File: src/rtl/core/circle_polyline_generator_unit_defines.svh
// Assertion macros shared by the circle polyline generator RTL.
`ifndef CIRCLE_POLYLINE_GENERATOR_UNIT_DEFINES_SVH
`define CIRCLE_POLYLINE_GENERATOR_UNIT_DEFINES_SVH

// The consequent must hold in the same cycle as the antecedent.
`define CPG_ASSERT_SAME(label, clk, rst, ante, cons, msg) \
  label: assert property (@(posedge clk) disable iff (rst) (ante) |-> (cons)) \
    else $error(msg);

// The consequent must hold in the cycle after the antecedent.
`define CPG_ASSERT_NEXT(label, clk, rst, ante, cons, msg) \
  label: assert property (@(posedge clk) disable iff (rst) (ante) |=> (cons)) \
    else $error(msg);

`endif

File: src/rtl/core/cpg_pkg.sv
`default_nettype none

package cpg_pkg;

  // Segment count width and the widths that follow from it.
  localparam int STEP_COUNT_BITS = 14;
  localparam int N2_W  = 2 * STEP_COUNT_BITS;
  localparam int N3X_W = STEP_COUNT_BITS + 2;
  localparam int DSR_W = 3 * STEP_COUNT_BITS + 2;

  // Shared multiplier operand widths.
  localparam int MUL_A_W = ((N2_W > 31) ? N2_W : 31) + 1;
  localparam int MUL_B_W = ((N3X_W + 1 > 20) ? N3X_W + 1 : 20);
  localparam int PROD_W  = MUL_A_W + MUL_B_W;

  // Fixed-point format widths.
  localparam int STEP_W  = 18;
  localparam int UNIT_W  = 20;
  localparam int ACC_W   = 40;
  localparam int OFF_W   = 36;
  localparam int FRAC_W  = 16;

  // Divider dividend width: wide enough for the cube of pi in 16.16, which has 48 fraction bits.
  localparam int DIV_W = 53;
  // Divider step counter width.
  localparam int DIV_CNT_W = $clog2(DIV_W);

  // Fixed-point constants, worked out at elaboration.
  localparam longint unsigned FIX_ONE = 64'd65536;
  localparam longint unsigned FIX_PI  = 64'd205887;
  localparam longint unsigned PI_TWO  = FIX_PI * 64'd2;
  localparam longint unsigned PI_SQ   = FIX_PI * FIX_PI;
  localparam longint unsigned PI_CUBE = PI_SQ * FIX_PI;

  // Segment count selection.
  localparam int SMALL_RADIUS_LIMIT = 90;
  localparam int LARGE_RADIUS_BASE  = 92;
  localparam int SMALL_RADIUS_BASE  = 16;
  localparam int COS_SHIFT          = 15;
  localparam int SIN_SHIFT          = 30;

  // Operation codes.
  localparam logic OP_START   = 1'b0;
  localparam logic OP_ADVANCE = 1'b1;

  typedef struct packed {
    logic              operation;
    logic signed [31:0] center_x;
    logic signed [31:0] center_y;
    logic [30:0]       radius;
  } cpg_item_t;

  typedef struct packed {
    logic signed [31:0] point_x;
    logic signed [31:0] point_y;
    logic              last_point;
  } cpg_point_t;

  typedef struct packed {
    logic             start;
    logic [DIV_W-1:0] dividend;
    logic [DSR_W-1:0] divisor;
  } div_req_t;

  typedef struct packed {
    logic             busy;
    logic             done;
    logic [DIV_W-1:0] quotient;
  } div_resp_t;

  typedef enum logic [4:0] {
    ST_IDLE,
    ST_NCOUNT,
    ST_NSQ,
    ST_NCUBE,
    ST_DIV_COS,
    ST_WAIT_COS,
    ST_DIV_SIN,
    ST_WAIT_SIN,
    ST_DIV_CUBE,
    ST_WAIT_CUBE,
    ST_ROT_XC,
    ST_ROT_XS,
    ST_ROT_YS,
    ST_ROT_YC,
    ST_ROT_NY,
    ST_VTX_X,
    ST_VTX_Y,
    ST_HEAD,
    ST_EMIT
  } cpg_state_t;

endpackage

`default_nettype wire

File: src/rtl/core/cpg_div.sv
`default_nettype none

module cpg_div import cpg_pkg::*; (
  input  wire logic      clk,
  input  wire logic      rst,
  input  wire div_req_t  req,
  output div_resp_t      resp
);

  logic                 busy;
  logic                 done;
  logic [DIV_CNT_W-1:0] cnt;
  logic [DSR_W-1:0]     rem;
  logic [DIV_W-1:0]     quo;
  logic [DSR_W-1:0]     dsr;

  logic [DSR_W:0]   shifted;
  logic [DSR_W+1:0] trial;
  logic             fits;

  // One restoring step: bring down the next dividend bit and try a subtract.
  always_comb begin
    shifted = {rem, quo[DIV_W-1]};
    trial   = {1'b0, shifted} - {2'b00, dsr};
    fits    = !trial[DSR_W+1];
  end

  // Iteration control: one quotient bit per cycle, done pulses once at the end.
  always_ff @(posedge clk) begin
    if (rst) begin
      busy <= 1'b0;
      done <= 1'b0;
      cnt  <= '0;
    end else begin
      done <= 1'b0;
      if (req.start) begin
        busy <= 1'b1;
        cnt  <= DIV_CNT_W'(DIV_W - 1);
      end else if (busy) begin
        cnt <= cnt - 1'b1;
        if (cnt == '0) begin
          busy <= 1'b0;
          done <= 1'b1;
        end
      end
    end
  end

  // Partial remainder and quotient shift register.
  always_ff @(posedge clk) begin
    if (req.start) begin
      rem <= '0;
      quo <= req.dividend;
      dsr <= req.divisor;
    end else if (busy) begin
      rem <= fits ? trial[DSR_W-1:0] : shifted[DSR_W-1:0];
      quo <= {quo[DIV_W-2:0], fits};
    end
  end

  assign resp.busy     = busy;
  assign resp.done     = done;
  assign resp.quotient = quo;

endmodule

`default_nettype wire

File: src/rtl/core/circle_polyline_generator_unit.sv
`default_nettype none
// Circle flattening unit: a start transaction (operation 0) takes the centre and radius in
// 16.16 fixed point and returns the head point (cx + r, cy) after three 53-step divisions
// on the shared restoring divider that derive the rotation factors. Each advance transaction
// (operation 1) returns the next vertex after six passes through the shared 32 x 20
// multiplier (four for the rotation, two for the scaling). Once all segments are out, one
// more advance returns the head point with last_point set; an advance while no circle is
// active returns nothing. One transaction is worked on at a time, and a new one is taken
// while the previous result still waits in the output register.

module circle_polyline_generator_unit import cpg_pkg::*; (
  input  wire logic       clk,
  input  wire logic       rst,
  input  wire logic       item_valid,
  output logic            item_ready,
  input  wire cpg_item_t  item,
  output logic            point_valid,
  input  wire logic       point_ready,
  output cpg_point_t      point
);

  `include "circle_polyline_generator_unit_defines.svh"

  cpg_state_t state;
  cpg_state_t state_next;

  // Control state.
  logic                       active;
  logic [STEP_COUNT_BITS-1:0] steps_left;
  logic                       closing;

  // Circle parameters and derived factors.
  logic signed [31:0]         saved_center_x;
  logic signed [31:0]         saved_center_y;
  logic [30:0]                saved_radius;
  logic [STEP_COUNT_BITS-1:0] seg_count;
  logic [N2_W-1:0]            seg_sq;
  logic [DSR_W-1:0]           seg_cube3;
  logic [STEP_W-1:0]          cos_step;
  logic [STEP_W-1:0]          sin_step;
  logic signed [UNIT_W-1:0]   unit_x;
  logic signed [UNIT_W-1:0]   unit_y;
  logic signed [UNIT_W-1:0]   next_x;
  logic signed [ACC_W-1:0]    acc;
  logic signed [31:0]         vtx_x;
  logic signed [31:0]         vtx_y;

  // Shared multiplier.
  logic signed [MUL_A_W-1:0]  mul_a;
  logic signed [MUL_B_W-1:0]  mul_b;
  logic signed [PROD_W-1:0]   prod;

  // Divider link.
  div_req_t                   div_req;
  div_resp_t                  div_resp;

  // Combinational helpers.
  logic [14:0]                radius_int;
  logic                       radius_small;
  logic [15:0]                div3_arg;
  logic [32:0]                div3_prod;
  logic [15:0]                seg_raw;
  logic [N3X_W-1:0]           seg_x3;
  logic signed [ACC_W-1:0]    rot_diff;
  logic signed [ACC_W-1:0]    rot_sum;
  logic signed [OFF_W-1:0]    vtx_off;
  logic signed [36:0]         sum_x;
  logic signed [36:0]         dif_y;
  logic                       accept;
  logic                       emit_free;

  function automatic logic signed [31:0] sat32(input logic signed [36:0] v);
    logic signed [31:0] r;
    if ((v[36:31] == 6'b000000) || (v[36:31] == 6'b111111)) begin
      r = v[31:0];
    end else if (v[36]) begin
      r = 32'sh8000_0000;
    end else begin
      r = 32'sh7fff_ffff;
    end
    return r;
  endfunction

  cpg_div u_div (
    .clk  (clk),
    .rst  (rst),
    .req  (div_req),
    .resp (div_resp)
  );

  assign accept    = item_valid && item_ready;
  assign emit_free = !point_valid || point_ready;

  // Segment count from the integer radius; division by three is a reciprocal multiply.
  always_comb begin
    radius_int   = saved_radius[30:16];
    radius_small = (radius_int < 15'(SMALL_RADIUS_LIMIT));
    div3_arg     = radius_small ? 16'({radius_int, 2'b00}) : 16'(radius_int);
    div3_prod    = 33'(div3_arg) * 33'd43691;
    seg_raw      = div3_prod[32:17] +
                   (radius_small ? 16'(SMALL_RADIUS_BASE) : 16'(LARGE_RADIUS_BASE));
    seg_x3       = N3X_W'({seg_count, 1'b0}) + N3X_W'(seg_count);
  end

  // Rotation accumulate and vertex offset arithmetic.
  always_comb begin
    rot_diff = acc - $signed(prod[ACC_W-1:0]);
    rot_sum  = acc + $signed(prod[ACC_W-1:0]);
    if (state == ST_HEAD) begin
      vtx_off = OFF_W'({1'b0, saved_radius});
    end else begin
      vtx_off = prod[OFF_W+FRAC_W-1:FRAC_W];
    end
    sum_x = 37'(saved_center_x) + 37'(vtx_off);
    dif_y = 37'(saved_center_y) - 37'(vtx_off);
  end

  // Next state.
  always_comb begin
    state_next = state;
    case (state)
      ST_IDLE: begin
        if (item_valid) begin
          if (item.operation == OP_START) begin
            state_next = ST_NCOUNT;
          end else if (active) begin
            state_next = (steps_left == '0) ? ST_HEAD : ST_ROT_XC;
          end
        end
      end
      ST_NCOUNT:    state_next = ST_NSQ;
      ST_NSQ:       state_next = ST_NCUBE;
      ST_NCUBE:     state_next = ST_DIV_COS;
      ST_DIV_COS:   state_next = ST_WAIT_COS;
      ST_WAIT_COS:  state_next = div_resp.done ? ST_DIV_SIN : ST_WAIT_COS;
      ST_DIV_SIN:   state_next = ST_WAIT_SIN;
      ST_WAIT_SIN:  state_next = div_resp.done ? ST_DIV_CUBE : ST_WAIT_SIN;
      ST_DIV_CUBE:  state_next = ST_WAIT_CUBE;
      ST_WAIT_CUBE: state_next = div_resp.done ? ST_HEAD : ST_WAIT_CUBE;
      ST_ROT_XC:    state_next = ST_ROT_XS;
      ST_ROT_XS:    state_next = ST_ROT_YS;
      ST_ROT_YS:    state_next = ST_ROT_YC;
      ST_ROT_YC:    state_next = ST_ROT_NY;
      ST_ROT_NY:    state_next = ST_VTX_X;
      ST_VTX_X:     state_next = ST_VTX_Y;
      ST_VTX_Y:     state_next = ST_EMIT;
      ST_HEAD:      state_next = ST_EMIT;
      ST_EMIT:      state_next = emit_free ? ST_IDLE : ST_EMIT;
      default:      state_next = ST_IDLE;
    endcase
  end

  // Outputs of the sequencer: handshake, multiplier operands and divider requests.
  always_comb begin
    item_ready       = (state == ST_IDLE);
    mul_a            = '0;
    mul_b            = '0;
    div_req.start    = 1'b0;
    div_req.dividend = '0;
    div_req.divisor  = '0;
    case (state)
      ST_NSQ: begin
        mul_a = MUL_A_W'(seg_count);
        mul_b = MUL_B_W'(seg_count);
      end
      ST_NCUBE: begin
        mul_a = MUL_A_W'(prod[N2_W-1:0]);
        mul_b = MUL_B_W'(seg_x3);
      end
      ST_DIV_COS: begin
        div_req.start    = 1'b1;
        div_req.dividend = DIV_W'(PI_SQ);
        div_req.divisor  = DSR_W'(seg_sq);
      end
      ST_DIV_SIN: begin
        div_req.start    = 1'b1;
        div_req.dividend = DIV_W'(PI_TWO);
        div_req.divisor  = DSR_W'(seg_count);
      end
      ST_DIV_CUBE: begin
        div_req.start    = 1'b1;
        div_req.dividend = DIV_W'(PI_CUBE);
        div_req.divisor  = seg_cube3;
      end
      ST_ROT_XC: begin
        mul_a = MUL_A_W'(unit_x);
        mul_b = MUL_B_W'(cos_step);
      end
      ST_ROT_XS: begin
        mul_a = MUL_A_W'(unit_y);
        mul_b = MUL_B_W'(sin_step);
      end
      ST_ROT_YS: begin
        mul_a = MUL_A_W'(unit_x);
        mul_b = MUL_B_W'(sin_step);
      end
      ST_ROT_YC: begin
        mul_a = MUL_A_W'(unit_y);
        mul_b = MUL_B_W'(cos_step);
      end
      ST_ROT_NY: begin
        mul_a = MUL_A_W'({1'b0, saved_radius});
        mul_b = MUL_B_W'(next_x);
      end
      ST_VTX_X: begin
        mul_a = MUL_A_W'({1'b0, saved_radius});
        mul_b = MUL_B_W'(unit_y);
      end
      default: begin
        mul_a = '0;
      end
    endcase
  end

  // Control registers.
  always_ff @(posedge clk) begin
    if (rst) begin
      state       <= ST_IDLE;
      active      <= 1'b0;
      steps_left  <= '0;
      closing     <= 1'b0;
      point_valid <= 1'b0;
    end else begin
      state <= state_next;
      if (accept) begin
        // Only the advance that follows the last rotation closes the polyline.
        closing <= (item.operation == OP_ADVANCE) && (steps_left == '0);
        if ((item.operation == OP_ADVANCE) && active && (steps_left == '0)) begin
          active <= 1'b0;
        end
      end
      if ((state == ST_WAIT_CUBE) && div_resp.done) begin
        active     <= 1'b1;
        steps_left <= seg_count;
      end
      if (state == ST_ROT_NY) begin
        steps_left <= steps_left - 1'b1;
      end
      if ((state == ST_EMIT) && emit_free) begin
        point_valid <= 1'b1;
      end else if (point_ready) begin
        point_valid <= 1'b0;
      end
    end
  end

  // Shared multiplier with its product register.
  always_ff @(posedge clk) begin
    prod <= mul_a * mul_b;
  end

  // Datapath registers, loaded by sequencer step.
  always_ff @(posedge clk) begin
    if (accept && (item.operation == OP_START)) begin
      saved_center_x <= item.center_x;
      saved_center_y <= item.center_y;
      saved_radius   <= item.radius;
    end
    case (state)
      ST_NCOUNT: begin
        if (seg_raw > 16'((1 << STEP_COUNT_BITS) - 1)) begin
          seg_count <= '1;
        end else begin
          seg_count <= seg_raw[STEP_COUNT_BITS-1:0];
        end
      end
      ST_NCUBE: begin
        seg_sq <= prod[N2_W-1:0];
      end
      ST_DIV_COS: begin
        seg_cube3 <= prod[DSR_W-1:0];
      end
      ST_WAIT_COS: begin
        if (div_resp.done) begin
          cos_step <= STEP_W'(FIX_ONE) - STEP_W'(div_resp.quotient >> COS_SHIFT);
        end
      end
      ST_WAIT_SIN: begin
        if (div_resp.done) begin
          sin_step <= div_resp.quotient[STEP_W-1:0];
        end
      end
      ST_WAIT_CUBE: begin
        if (div_resp.done) begin
          sin_step <= sin_step - STEP_W'(div_resp.quotient >> SIN_SHIFT);
          unit_x   <= UNIT_W'(FIX_ONE);
          unit_y   <= '0;
        end
      end
      ST_ROT_XS: begin
        acc <= prod[ACC_W-1:0];
      end
      ST_ROT_YS: begin
        next_x <= rot_diff[UNIT_W+FRAC_W-1:FRAC_W];
      end
      ST_ROT_YC: begin
        acc <= prod[ACC_W-1:0];
      end
      ST_ROT_NY: begin
        unit_x <= next_x;
        unit_y <= rot_sum[UNIT_W+FRAC_W-1:FRAC_W];
      end
      ST_VTX_X: begin
        vtx_x <= sat32(sum_x);
      end
      ST_VTX_Y: begin
        vtx_y <= sat32(dif_y);
      end
      ST_HEAD: begin
        vtx_x <= sat32(sum_x);
        vtx_y <= saved_center_y;
      end
      ST_EMIT: begin
        if (emit_free) begin
          point.point_x    <= vtx_x;
          point.point_y    <= vtx_y;
          point.last_point <= closing;
        end
      end
      default: begin
        acc <= acc;
      end
    endcase
  end

  // The divider must be quiet whenever a new transaction can be taken.
  `CPG_ASSERT_SAME(a_div_quiet_idle, clk, rst, state == ST_IDLE, !div_resp.busy,
                   "divider busy while idle")

  // A finished division is only ever seen by a state that waits for it.
  `CPG_ASSERT_SAME(a_div_done_waited, clk, rst, div_resp.done,
                   (state == ST_WAIT_COS) || (state == ST_WAIT_SIN) ||
                   (state == ST_WAIT_CUBE), "division result not consumed")

  // A rotation is never started with no segments left.
  `CPG_ASSERT_SAME(a_rot_has_steps, clk, rst, state == ST_ROT_XC, steps_left != '0,
                   "rotation with no segments left")

  // Every rotation consumes exactly one segment.
  `CPG_ASSERT_NEXT(a_rot_counts_down, clk, rst, state == ST_ROT_NY,
                   (steps_left + 1'b1) == $past(steps_left), "segment count not decremented")

  // A fresh circle always has at least the minimum segment count and is active.
  `CPG_ASSERT_SAME(a_head_segments, clk, rst, (state == ST_HEAD) && !closing,
                   active && (steps_left >= STEP_COUNT_BITS'(SMALL_RADIUS_BASE)),
                   "start head point without a valid segment count")

endmodule

`default_nettype wire
File: config.mk
export PLATFORM = sky130hd
export DESIGN_NAME = circle_polyline_generator_unit
export DESIGN_NICKNAME = d
export VERILOG_FILES = /design/src/rtl/core/cpg_pkg.sv /design/src/rtl/core/cpg_div.sv /design/src/rtl/core/circle_polyline_generator_unit.sv
export VERILOG_INCLUDE_DIRS = /design/src /design/src/rtl/core
export SDC_FILE = /design/constraint.sdc
export NUM_CORES = 2
export LEC_CHECK = 0
export BUFFER_PORTS_ARGS = -buffer_cell sky130_fd_sc_hd__buf_2
export CORE_MARGIN = 10
export CORE_UTILIZATION = 30
export DETAILED_ROUTE_END_ITERATION = 6
export GPL_TIMING_DRIVEN = 0
export PLACE_DENSITY = 0.51
export SYNTH_ARGS = -nofsm -noshare
export SYNTH_HDL_FRONTEND = slang
export SYNTH_SLANG_ARGS = --single-unit
File: constraint.sdc
create_clock -name clk -period 12.38 [get_ports clk]
set_input_delay 1.857 -clock clk [delete_from_list [all_inputs] [get_ports clk]]
set_output_delay 1.857 -clock clk [all_outputs]
set_load 0.02 [all_outputs]
# After elaboration in Yosys (flattened, before gate mapping)
# Index checks and enable logic that the tools add are counted.
totals:
  inputBits: 100
  out_inout_bits: 67
  wordCells: 154
  ff_bits: 665
op_classes:
  bitwise: 2
  multipliers: 2
  n_eq_ne: 24
  order_cmp: 2
  n_addsub: 11
  mux: 43
  n_reduce_logical: 40
ops:
  columns: ["cell", "count"]
  rows:
  - ["$pmux W98 S3", 1]
  - ["$pmux W32 S5", 1]
  - ["$mux W32", 4]
  - ["$pmux W20 S6", 1]
  - ["$mux W53", 2]
  - ["$pmux W5 S18", 1]
  - ["$pmux W20 S2", 2]
  - ["$pmux W32 S2", 1]
  - ["$mul A32 B20 Y52", 1]
  - ["$sub A45 B44 Y46", 1]
  - ["$mux W44", 1]
  - ["$eq A5 B4 Y1 const B", 8]
  - ["$mux W20", 2]
  - ["$add A32 B36 Y37", 1]
  - ["$sub A32 B36 Y37", 1]
  - ["$add A36 B36 Y36", 1]
  - ["$mux W18", 2]
  - ["$mux W36", 1]
  - ["$pmux W18 S2", 1]
  - ["$sub A36 B36 Y36", 1]
  - ["$mul A16 B16 Y32 const B", 1]
  - ["$mux W5", 6]
  - ["$mux W14", 2]
  - ["$eq A5 B3 Y1 const B", 4]
  - ["33 further kinds", 77]

# Logic depth before layout (Yosys ltp)
logic_depth:
  word_depth: 7
  depth_mapped: 40
  mapped_depth_nobuf: 38

# Hierarchy
# From an unflattened synthesis, not the netlist that was laid out.
unflattened:
  cells_unflattened: 6283
  hier_area_um2: 62393.6
by_module_without_submodules:
  columns: ["mod", "cells_per_inst", "seq_area_each_um2", "area_each_um2", "n_inst"]
  rows:
  - ["circle_polyline_generator_unit", 5435, 14754.2, 53721.5, 1]
  - ["cpg_div", 848, 3953.8, 8672.1, 1]

# Worst setup path before layout
# No wires, ideal clock.
synth_path:
  kind: "register -> register"
  start: "register state[1]"
  end: "register prod[51]"
  arrival_time_ns: 9.687
  stages_incl_launch_ff: 32
  setup_slack_ns: 2.577
  setup_time_ns: 0.116
  n_path_buf: 5
  period_less_slack_ns: 9.803
  path_cell_list: "dfxtp_1 clkbuf_1 nand2_1 nor3_1 nand2_1 inv_1 clkbuf_1 buf_1 a221o_1 clkbuf_1 nand2_1 fa_1 fa_1 inv_1 fa_1 fa_1 fa_1 fa_1 fa_1 ha_1 clkbuf_1 o2111a_1 a211oi_1 or4b_1 a31oi_1 o21ai_0 a31oi_1 a31oi_1 a211o_1 o31ai_1 nand4_1 and4_1"
synth_via:
  elab_chain_cells: 4
  elab_cells_between_ends: 16
  cone_classes: "mul: 1; eq/ne: 8; mux: 2; reduce/logical: 5"
synth_lines:
  columns: ["element", "line", "text"]
  rows:
  - ["from (decl)", "circle_polyline_generator_unit.sv:24", "cpg_state_t state;"]
  - ["from (signal assigned)", "circle_polyline_generator_unit.sv:224", "state <= state_next;"]
  - ["$eq A5 B4 Y1", "circle_polyline_generator_unit.sv:161", "case (state)"]
  - ["$reduce_or A2 Y1 (no source line)", null, null]
  - ["$pmux W20 S6 / $pmux W32 S5 (equally long branches)", "circle_polyline_generator_unit.sv:161", null]
  - ["$mul A32 B20 Y52 (*)", "circle_polyline_generator_unit.sv:249", "prod <= mul_a * mul_b;"]
  - ["to (signal assigned)", "circle_polyline_generator_unit.sv:249", null]
  - ["to (decl)", "circle_polyline_generator_unit.sv:51", "logic signed [PROD_W-1:0] prod;"]
# Every way passes the cells marked *; elsewhere a longest branch is shown, timed or not.
# A chain may end at the register's enable or synchronous reset.

# Final worst setup path
layout_path:
  start: "register state[0]"
  end: "register prod[51]"
# The elaborated chain is that of the path after synthesis.

==> summary.txt <==
Outcome
  – Status: finished, final reports clean

Placed design
  – Area after DPL: slightly below 70000 um2
  – Gpl congestion: ~1
  – Hpwl dp: just under 200000 um
  – Port bufs: around 170
  – Setup slack at placement: -0.386 ns
  – Dpl cells: about 9.6k

Flow run
  – Maxcap violations: 0

Worst setup path
  – CP delay by family, top: adder cells
  – Worst setup path end: prod[51]$_DFF_P_
  – Reg-to-Reg Start: state[0]$_SDFFE_PP0P_
  – Worst setup EP type: flip-flop
  – CP Class: reg -> reg
  – CP Buf/Inv Count: 7
  – Most used cell along the critical path: fa_1
  – Worst r2r dst: prod[51]$_DFF_P_
  – Worst R2R Setup Slack: ~0.33 ns
  – Crit path launch: state[0]$_SDFFE_PP0P_
  – Max FO, Critical Path: 10
  – CP peak stage delay: roughly 0.79 ns
  – Critical Path RT: about 13 ns
  – CP Launch Type: flip-flop
  – Worst path slowest cell: clkbuf_1
  – CP Depth: 30
  – Reg2reg path depth: 30
  – CP Data Arrival Time: approximately 13 ns

Synth
  – Post-synth cell types: 89
  – Seq cells post-synth: about 670
  – Avg Inst Size Synth: between 9 and 10 um2
  – Post-synthesis async set-or-reset flop share: 0%
  – Post-synth EDFFs: roughly 540
  – Post-Syn Area: 63300 um2
  – Sequential-to-total area share from yosys stat: between 20% and 30%
  – Synth warn: 0
  – Syn Inst Count: ~6.6k
  – Top FF cell, synth: edfxtp_1

Timing
  – Period utilisation layout: a little over nine tenths
  – Tmin final: 12.05 ns
  – Setup-failing EPs final: 0
  – Final TNS setup: 0 ns
  – Final worst slack: between 0.3 and 0.4 ns
  – Max Freq: just over 80 MHz
  – Max-slew violation count: 0
  – Worst slew margin: around 2.1%
  – Fin. Hold Viols: 0
  – Layout Skew: around 0.070 ns
  – Worst Tran Pin Value: around 1.5 ns

Clock network
  – Worst skew pair latency: ~0.7 ns
  – Clk buf depth: 3
  – Reg clk slew, reported paths: around 0.06 ns
  – CTS tree: built
  – Cts bufs inserted: 79
  – Root Driver: clkbuf_16
  – Clk sinks: 665
  – H-Tree Depth: 3

Floorplanning
  – Cell Rows: 168
  – Full die area: ~230000 um2
  – DIE HEIGHT: ~480 um
  – Core box area: ~210000 um2
  – Chip Width: approximately 480 um
  – Initial Util: a little under a third
  – Top-Level Pins: approximately 170

Drt
  – Vias: around 50k
  – ANT nets after route: 0
  – DRT iter0 DRCs: 4595
  – DR DRC count: 0
  – Pre-antenna DRT Iters: 6
  – Via/cell ratio: around 5.1
  – DR WL/cell: approximately 24 um
  – Drt total wl: between 200000 and 250000 um

Cells and area
  – Fill cells: approximately 22k
  – FF/Latch Area: approximately 19000 um2
  – Final Util: between 30% and 40%
  – Design area: between 70000 and 80000 um2
  – # nets final: around 8.2k
  – Area growth from synthesis to final layout: 12.3%
  – Share of cells above drive strength 1: around 6.4%
  – Cell Count, Final, Fillers Out: 9733
  – Multi-input gate area: around 39000 um2

GRT
  – Initial antenna violation count: 22
  – Pin count of the biggest net entering global routing: 38
  – Total GRT Usage: just over 20%
  – Global-route wire length before repair: 346000 um
  – Total gr overflow: 0
  – Vias in the first global route: 51.1k

Power
  – VDD IR max: 0.000737 V
  – Lkg Pwr: around 31 nW
  – Cell Pwr Density: about 220 nW/um2

Min path
  – Min-Delay Path Class: reg -> reg
==> cells by family (layout without fill, tap and decap cells) <==
group / count (synthesis) / count (layout) / share of synthesized area, %
AND/OR/NAND/NOR: 1784 / 1784 / 12.5
buffers and inverters: 1430 / 1773 / 8.49
adder cells (fa/ha/maj): 1203 / 1203 / 32.4
AO/OA/AOI/OAI: 1193 / 1193 / 12.8
flip-flops: 665 / 665 / 29.5
XOR/XNOR: 241 / 241 / 3.33
multiplexers: 56 / 56 / 0.901
other: 2 / 13 / 0.0119
==> worst min path at each step <==
| stage | start | end | slack (ns) | depth (start not counted) |
|---|---|---|---|---|
| detailed placement | vtx_x[13]$_DFFE_PP_ | point[46]$_DFFE_PP_ | 0.40 | 0 |
| global route | vtx_y[31]$_DFFE_PP_ | point[32]$_DFFE_PP_ | 0.42 | 0 |
| CTS | vtx_y[31]$_DFFE_PP_ | point[32]$_DFFE_PP_ | 0.40 | 0 |
| finish | vtx_y[31]$_DFFE_PP_ | point[32]$_DFFE_PP_ | 0.41 | 0 |
| floorplan | vtx_y[9]$_DFFE_PP_ | point[10]$_DFFE_PP_ | 0.40 | 0 |
| global placement | vtx_x[1]$_DFFE_PP_ | point[34]$_DFFE_PP_ | 0.41 | 0 |
==> sequential cells by signal, summed over array words and instances (netlist names), 18 cells and up <==
register and count:
saved_radius 31, unit_x 20, saved_center_y 32, unit_y 20, seg_sq 28, prod 52
u_div.dsr 44, cos_step 18, acc 36, saved_center_x 32, u_div.quo 53, seg_cube3 44
vtx_x 32, point 65, sin_step 18, vtx_y 32, next_x 20, u_div.rem 44
==> through the flow <==
step / power, mW / hold WS [ns]
6_report: 15.6 / 0.407
3_3_place_gp: 12.9 / 0.405
5_1_grt: 16.9 / 0.421
2_1_floorplan: 10.2 / 0.400
3_5_place_dp: 13.0 / 0.405
4_1_cts: 15.6 / 0.402
==> worst reg2reg max path, delay by kind of cell (launching register included) <==
kind / cells / cell delay [ns]
buffers and inverters: 7 / 3.00
DFF: 1 / 0.38
adders and majority gates: 8 / 4.19
and+or+nand+nor: 5 / 1.05
AOI/OAI and AO/OA: 10 / 3.31
==> per-layer routing <==
| metal | wire length [um] | vias to the layer above | GRT usage (%) |
|---|---|---|---|
| met5 | 61 | - | 0 |
| met4 | 13100 | 10 | 9.44 |
| met3 | 15400 | 406 | 2.70 |
| met2 | 106000 | 1820 | 32.0 |
| met1 | 101000 | 25200 | 27.1 |
| li1 | - | 22500 | - |
==> final cells by class <==
| class | count | area share, % |
|---|---|---|
| Inverter | 1141 | 6.02 |
| Tap cell | 2805 | 4.94 |
| Timing Repair Buffer | 196 | 1.77 |
| Antenna cell | 6 | 0.0211 |
| Multi-Input combinational cell | 4484 | 55.4 |
| Sequential cell | 665 | 26.3 |
| Clock inverter | 53 | 0.982 |
| Clock buffer | 95 | 2.94 |
| Buffer | 288 | 1.59 |
==> cell usage after synthesis (all sizes together), types with 51 or more instances <==
| cell | instances | share of area (%) |
|---|---|---|
| o21ai | 192 | 1.5 |
| nor2 | 590 | 3.5 |
| dfxtp | 126 | 4.0 |
| inv | 1136 | 6.7 |
| and3 | 51 | 0.50 |
| nand3 | 122 | 0.96 |
| nand2 | 647 | 3.9 |
| nor3 | 105 | 0.83 |
| clkbuf | 266 | 1.6 |
| xnor2 | 164 | 2.3 |
| a21oi | 305 | 2.4 |
| a211oi | 62 | 0.74 |
| ha | 479 | 9.5 |
| xor2 | 77 | 1.1 |
| edfxtp | 539 | 26 |
| fa | 724 | 23 |
| a21o | 134 | 1.6 |
==> cells in the final DEF, fill, tap and decap left out, drive strengths merged, types with 18 or more instances in the layout <==
cell,Yosys,routed
a22oi,33,33
a21boi,20,20
clkinv,5,33
a31oi,38,38
nand4,27,27
a21oi,305,305
o31ai,29,29
a2111oi,19,19
o21a,39,39
or3,29,29
dfxtp,126,126
ha,479,479
o21ai,192,192
o211ai,22,22
and3,51,51
buf,23,214
xor2,77,77
edfxtp,539,539
nor3,105,105
a21o,134,134
a211o,18,18
and2,50,50
nand2b,39,39
a311oi,45,45
nand3,122,122
o21bai,39,39
nor2b,41,41
mux2i,48,48
a221oi,23,23
o311ai,42,42
xnor2,164,164
nand2,647,647
nor2,590,590
inv,1136,1146
fa,724,724
clkbuf,266,362
a211oi,62,62
==> power by group <==
part / switching, mW / leakage [nW] / internal [mW]
Clock: 1.06 / 1.35 / 1.45
Sequential: 0.338 / 5.83 / 2.91
Combinational: 6.16 / 23.5 / 3.68
==> timing repair <==
item | 4_1_cts | 5_1_grt
gates resized for setup | 3 | 55
setup buffers | 2 | 0
endpoints found under the setup margin | 8 | 10
pin swaps | 1 | 1
endpoints found under the hold margin | 0 | 0
hold buffers | 0 | 0
(Power assumes the default switching activity.)
